File: src/hdl/cbp_pkg.sv
// ----------------------------------------------------------------------------
// cbp_pkg
// Shared types, constants and fixed-point helpers for the cascaded balance
// PID core (signed Q16.16 values, unsigned Q8.16 gains).
// ----------------------------------------------------------------------------
package cbp_pkg;

  localparam int unsigned ValW     = 32;
  localparam int unsigned FracW    = 16;
  localparam int unsigned GainW    = 24;
  localparam int unsigned LimW     = 18;
  localparam int unsigned TgtW     = 19;
  localparam int unsigned DtW      = 16;
  localparam int unsigned ProdW    = ValW + GainW + 1;
  localparam int unsigned ShiftW   = ProdW - FracW;
  localparam int unsigned InW      = 5 * ValW;
  localparam int unsigned OutW     = 216;
  localparam int unsigned CfgAddrW = 3;
  localparam int unsigned CfgDataW = 32;

  localparam logic signed [ValW-1:0] ValMax   = {1'b0, {(ValW-1){1'b1}}};
  localparam logic signed [ValW-1:0] ValMin   = {1'b1, {(ValW-1){1'b0}}};
  // half of the cart width, 0.375 m
  localparam logic signed [ValW-1:0] HalfCart = ValW'(3 << (FracW - 3));

  localparam logic signed [ValW-1:0] RstTargetPos = 32'sd163840;
  localparam logic [GainW-1:0]       RstKpAngle   = 24'd2293760;
  localparam logic [GainW-1:0]       RstKiAngle   = 24'd32768;
  localparam logic [GainW-1:0]       RstKdAngle   = 24'd655360;
  localparam logic [GainW-1:0]       RstKpPos     = 24'd1311;
  localparam logic [GainW-1:0]       RstKdPos     = 24'd6554;
  localparam logic [LimW-1:0]        RstMaxAngle  = 18'd3277;
  localparam logic [DtW-1:0]         RstTimeStep  = 16'd1092;

  typedef enum logic [CfgAddrW-1:0] {
    CFG_TARGET_POS = 3'd0,
    CFG_KP_ANGLE   = 3'd1,
    CFG_KI_ANGLE   = 3'd2,
    CFG_KD_ANGLE   = 3'd3,
    CFG_KP_POS     = 3'd4,
    CFG_KD_POS     = 3'd5,
    CFG_MAX_ANGLE  = 3'd6,
    CFG_TIME_STEP  = 3'd7
  } cfg_reg_e;

  typedef enum logic [3:0] {
    ST_IDLE,
    ST_MUL_POS,
    ST_MUL_VEL,
    ST_TGT,
    ST_AERR,
    ST_MUL_DT,
    ST_MUL_KP,
    ST_MUL_KI,
    ST_MUL_KD,
    ST_SUM_PD,
    ST_SUM_I,
    ST_DONE
  } cbp_state_e;

  typedef enum logic [2:0] {
    MUL_POS_KP,
    MUL_VEL_KD,
    MUL_ERR_DT,
    MUL_ERR_KP,
    MUL_INT_KI,
    MUL_RATE_KD
  } mul_sel_e;

  typedef struct packed {
    logic     load_in;
    mul_sel_e mul_sel;
    logic     wr_a;
    logic     wr_tgt;
    logic     wr_aerr;
    logic     wr_integ;
    logic     wr_p;
    logic     wr_i;
    logic     wr_pd;
    logic     wr_sum_i;
    logic     load_out;
  } cbp_cmd_t;

  typedef struct packed {
    logic out_free;
  } cbp_stat_t;

  function automatic logic signed [ValW-1:0] sat_add(logic signed [ValW-1:0] a,
                                                     logic signed [ValW-1:0] b);
    logic signed [ValW:0] s;
    s = {a[ValW-1], a} + {b[ValW-1], b};
    if (s[ValW] != s[ValW-1]) begin
      return s[ValW] ? ValMin : ValMax;
    end
    return s[ValW-1:0];
  endfunction

  function automatic logic signed [ValW-1:0] sat_sub(logic signed [ValW-1:0] a,
                                                     logic signed [ValW-1:0] b);
    logic signed [ValW:0] s;
    s = {a[ValW-1], a} - {b[ValW-1], b};
    if (s[ValW] != s[ValW-1]) begin
      return s[ValW] ? ValMin : ValMax;
    end
    return s[ValW-1:0];
  endfunction

  // floor shift by the fraction width, then saturate
  function automatic logic signed [ValW-1:0] mul_round(logic signed [ProdW-1:0] p);
    logic [ShiftW-1:0] q;
    q = p[ProdW-1:FracW];
    if ((&q[ShiftW-1:ValW-1]) || !(|q[ShiftW-1:ValW-1])) begin
      return q[ValW-1:0];
    end
    return q[ShiftW-1] ? ValMin : ValMax;
  endfunction

endpackage

File: src/hdl/cbp_ctrl.sv
// ----------------------------------------------------------------------------
// cbp_ctrl
// Sequencer for one control tick: steps the shared multiplier through the
// outer and inner loop products and hands the result to the output register.
// ----------------------------------------------------------------------------
module cbp_ctrl
  import cbp_pkg::*;
(
  input  logic      clk_i,
  input  logic      rst_ni,
  input  logic      in_valid_i,
  output logic      in_ready_o,
  input  cbp_stat_t stat_i,
  output cbp_cmd_t  cmd_o
);

  cbp_state_e state_q, state_d;

  always_ff @(posedge clk_i or negedge rst_ni) begin
    if (!rst_ni) begin
      state_q <= ST_IDLE;
    end else begin
      state_q <= state_d;
    end
  end

  always_comb begin
    state_d    = state_q;
    in_ready_o = 1'b0;
    cmd_o      = '0;
    cmd_o.mul_sel = MUL_POS_KP;
    case (state_q)
      ST_IDLE: begin
        in_ready_o    = 1'b1;
        cmd_o.load_in = in_valid_i;
        if (in_valid_i) begin
          state_d = ST_MUL_POS;
        end
      end
      ST_MUL_POS: begin
        cmd_o.mul_sel = MUL_POS_KP;
        state_d       = ST_MUL_VEL;
      end
      ST_MUL_VEL: begin
        cmd_o.mul_sel = MUL_VEL_KD;
        cmd_o.wr_a    = 1'b1;
        state_d       = ST_TGT;
      end
      ST_TGT: begin
        cmd_o.wr_tgt = 1'b1;
        state_d      = ST_AERR;
      end
      ST_AERR: begin
        cmd_o.wr_aerr = 1'b1;
        state_d       = ST_MUL_DT;
      end
      ST_MUL_DT: begin
        cmd_o.mul_sel = MUL_ERR_DT;
        state_d       = ST_MUL_KP;
      end
      ST_MUL_KP: begin
        cmd_o.mul_sel  = MUL_ERR_KP;
        cmd_o.wr_integ = 1'b1;
        state_d        = ST_MUL_KI;
      end
      ST_MUL_KI: begin
        cmd_o.mul_sel = MUL_INT_KI;
        cmd_o.wr_p    = 1'b1;
        state_d       = ST_MUL_KD;
      end
      ST_MUL_KD: begin
        cmd_o.mul_sel = MUL_RATE_KD;
        cmd_o.wr_i    = 1'b1;
        state_d       = ST_SUM_PD;
      end
      ST_SUM_PD: begin
        cmd_o.wr_pd = 1'b1;
        state_d     = ST_SUM_I;
      end
      ST_SUM_I: begin
        cmd_o.wr_sum_i = 1'b1;
        state_d        = ST_DONE;
      end
      ST_DONE: begin
        // hold until the output register is free
        if (stat_i.out_free) begin
          cmd_o.load_out = 1'b1;
          state_d        = ST_IDLE;
        end
      end
      default: begin
        state_d = ST_IDLE;
      end
    endcase
  end

  a_load_out_free: assert property (@(posedge clk_i) disable iff (!rst_ni)
    cmd_o.load_out |-> stat_i.out_free)
    else $error("output loaded while previous word still pending");

  a_accept_starts: assert property (@(posedge clk_i) disable iff (!rst_ni)
    (in_valid_i && in_ready_o) |=> (state_q == ST_MUL_POS))
    else $error("accepted word did not start a tick");

  a_done_returns: assert property (@(posedge clk_i) disable iff (!rst_ni)
    (state_q == ST_DONE && stat_i.out_free) |=> (state_q == ST_IDLE))
    else $error("finished tick did not return to idle");

endmodule

File: config.mk
export PLATFORM = sky130hd
export DESIGN_NAME = cbp_ctrl
export DESIGN_NICKNAME = d
export VERILOG_FILES = /design/src/hdl/cbp_pkg.sv /design/src/hdl/cbp_ctrl.sv
export SDC_FILE = /design/constraint.sdc
export NUM_CORES = 1
export LEC_CHECK = 0
export BUFFER_PORTS_ARGS = -buffer_cell sky130_fd_sc_hd__buf_2
export CAP_MARGIN = 20
export CELL_PAD_IN_SITES_DETAIL_PLACEMENT = 1
export CELL_PAD_IN_SITES_GLOBAL_PLACEMENT = 1
export CORE_AREA = 4 4 41 43
export CTS_BUF_LIST = sky130_fd_sc_hd__clkbuf_8
export DETAILED_ROUTE_END_ITERATION = 8
export DIE_AREA = 0 0 45 47
export GPL_TIMING_DRIVEN = 0
export PLACE_DENSITY_LB_ADDON = 0.1
export SETUP_SLACK_MARGIN = 0.4
export SYNTH_ARGS = -nofsm -noshare
export SYNTH_HDL_FRONTEND = slang
export SYNTH_SLANG_ARGS = --single-unit
export TNS_END_PERCENT = 5
File: constraint.sdc
create_clock -name clk_i -period 1.25 [get_ports clk_i]
set_input_delay 0 -clock clk_i [delete_from_list [all_inputs] [get_ports clk_i]]
set_output_delay 0 -clock clk_i [all_outputs]
set_load 0.02 [all_outputs]
==> results.yml <==
logic_synthesis:
  synth_edf_count: 0
  synth_top_area_share_pct: 28.0
  synth-async-reset-ratio_pct: 100
  syn_area_um2: 358
  synth_common_cells: "nor2_1, dfrtp_1, nor3_1"
  ys_types: 24
  synth-warning-count: 0
  seq_area_frac_synth_pct: 28.0
  syn_inst: 41
  yosysMostFrequentCell: "nor2_1"
  synthFlopType: "dfrtp_1"
  synth.avg_cell_area_um2: 8.73
  ys_ff_latch: 4
  yosys.area.top_type: "dfrtp_1"
  ys_top_cells_by_area: "dfrtp_1, nor2_1, buf_6"
  syn_nets: 45
routing:
  drtIter0Drc: 4
  drt-met1-wl_um: 503
  ant_nets: 0
  vias: 399
  routed_wl_um: 1150
  drt-vias-per-instance: 4.87
  drt_pass1_iterations: 3
  top_layer_used: "met4"
  drc: 0
  wl_met2_um: 580
  met3_length_um: 53
  wl_per_cell_um: 14.0
grt:
  grt_util_all_layers_pct: 12.2
  grt_pass1_wl_um: 1880
  overflow: 0
  grt_start_max_net_pins: 11
  antenna_found_initial: 0
  grt_pass1_vias: 466
final_layout:
  drive_above_1_share_pct: 67.2
  largestRegisters: "state_q (4)"
  fin_area_um2: 648
  syn_to_final_growth_pct: 81.1
  regMostFlops: "state_q"
  fin_nets: 73
  layout.cells.non_filler: 82
  largest_reg_flops: 4
  diodes: 0
placement:
  dp_cells: 73
  place_area_um2: 464
  io_buffers: 17
  place_ws_ns: 0.0784
  gp_congestion: 0.631
  place_hpwl_um: 747
clock_network:
  cts-root-buf: "clkbuf_8"
  clockBufferDepth: 2
  cts_made_buffers: 3
  clk_pin_slew_worst_paths_ns: 0.03
  cts.sinks: 4
  clk_latency_ns: 0.22
  tritoncts: "done"
  h-tree-depth: 1
worst_hold_path:
  hold_path.class: "input pin to async pin"
power:
  p_leak_nw: 0.310
  peakVddDrop_v: 0.00110
  powerDensity_nw_per_um2: 3230
critical_path:
  crit_family: "flip-flops"
  cp_num_buf_inv: 2
  crit_chain: "buf_6, nand2b_4, mux2_4, nor2_4, buf_6"
  arrival_ns: 1.37
  worst_path_most_repeated_cell: "buf_6"
  path_class: "flip-flop to output port"
  startpoint_type: "flip-flop"
  path_max_fanout: 6
  slowest_stage: "dfrtp_1"
  max_stage_delay_ns: 0.36
  critPathRequiredTime_ns: 1.25
  crit_path_end_kind: "output port"
floorplanning:
  die_width_um: 45
  ios: 18
  core_area_um2: 1300
  rows: 13
  initial_core_util_pct: 27.5
  die_h_um: 47
  dieArea_um2: 2120
timing:
  tightest_slew_ns: 0.308
  rsz0062_at_grt: "yes"
  post-route-min-period_ns: 1.37
  hold_viol: 0
  relSlewSlack_pct: 79.3
  period_share_pct: 110
  skew_ns: 0.00221
  setup_viol: 4
  drv_slew: 0
  finalWorstSetupSlack_ns: -0.123
  timing.fmax_mhz: 728
run_status:
  status: "complete, but fails checks"
  violations: "negative setup slack"
job:
  drv_cap: 0
## worst paths after layout
kind                            start          to  slack, ns  cells after the start
min reg2reg                state_q[3]  state_q[2]       0.62                      2
max reg2reg                state_q[2]  state_q[0]       0.06                      4
min                            rst_ni  state_q[2]       0.12                      2
max in group asynchronous      rst_ni  state_q[0]       1.00                      2
max                        state_q[2]    cmd_o[9]      -0.12                      5
min in group clk_i         in_valid_i  state_q[0]       0.13                      3
## logic make-up after synthesis
| kind of cell | count (synthesis) | share of synthesized area, % |
|---|---|---|
| xor gates and xnor gates | 1 | 2.45 |
| and+or+nand+nor | 24 | 43.4 |
| muxes | 2 | 7.34 |
| buffers and inverters | 5 | 10.1 |
| AOI/OAI and AO/OA | 5 | 8.74 |
| DFF | 4 | 28.0 |
## layout by cell type (no fill, tap or decap)
master          n
a211oi_2        1
a21boi_0        1
a21oi_1         2
and2_4          1
buf_2           6
buf_4          13
buf_6           7
clkbuf_8        3
dfrtp_1         4
dlygate4sd3_1   1
inv_1           1
mux2_4          2
nand2_1         2
nand2b_1        1
nand2b_4        3
nand3_1         1
nor2_1          4
nor2_2          3
nor2_4          1
nor3_1          1
nor3_2          4
nor4_1          1
nor4_4          1
o22ai_1         1
or2_1           1
xor2_1          1
## power breakdown
group          switching (mW)  internal, mW
sequential             0.0479         0.198
clock                  0.0640         0.205
combinational           0.829         0.749
total                   0.941          1.15
## through the flow
step / utilization [%] / hold WS [ns] / setup TNS (ns) / power [mW]
CTS: 44.3 / 0.125 / -0.394 / 1.87
finish: 49.8 / 0.121 / -0.333 / 2.09
floorplan: - / -0.296 / 0 / 1.11
global placement: 35.7 / -0.189 / 0 / 1.37
global route: 49.8 / 0.134 / -0.691 / 2.24
detailed placement: 35.7 / -0.185 / 0 / 1.39
## area by class of cell
class                      instances  area, um2
fill                             162        653
multi-input combinational         32        268
timing repair buffer              23        171
sequential                         4        100
buffer                             4       45.0
clock buffer                       3       41.3
tap                               15       18.8
inverter                           1       3.75
## timing repair
action / in CTS / in global routing
endpoints found under the hold margin: 4 / 0
endpoints found under the setup margin: 18 / 18
cloned: 0 / 0
setup buffers: 3 / 2
pin swaps: 1 / 3
hold buffers: 1 / 0
gates resized for setup: 14 / 14
## metal layers
layer / global-route usage (%) / up-vias
li1: - / 192
met4: 7.02 / 0
met3: 1.15 / 2
met1: 14.6 / 187
met5: 0 / -
met2: 21.2 / 18
No activity file was read; power rests on OpenSTA's default activity.
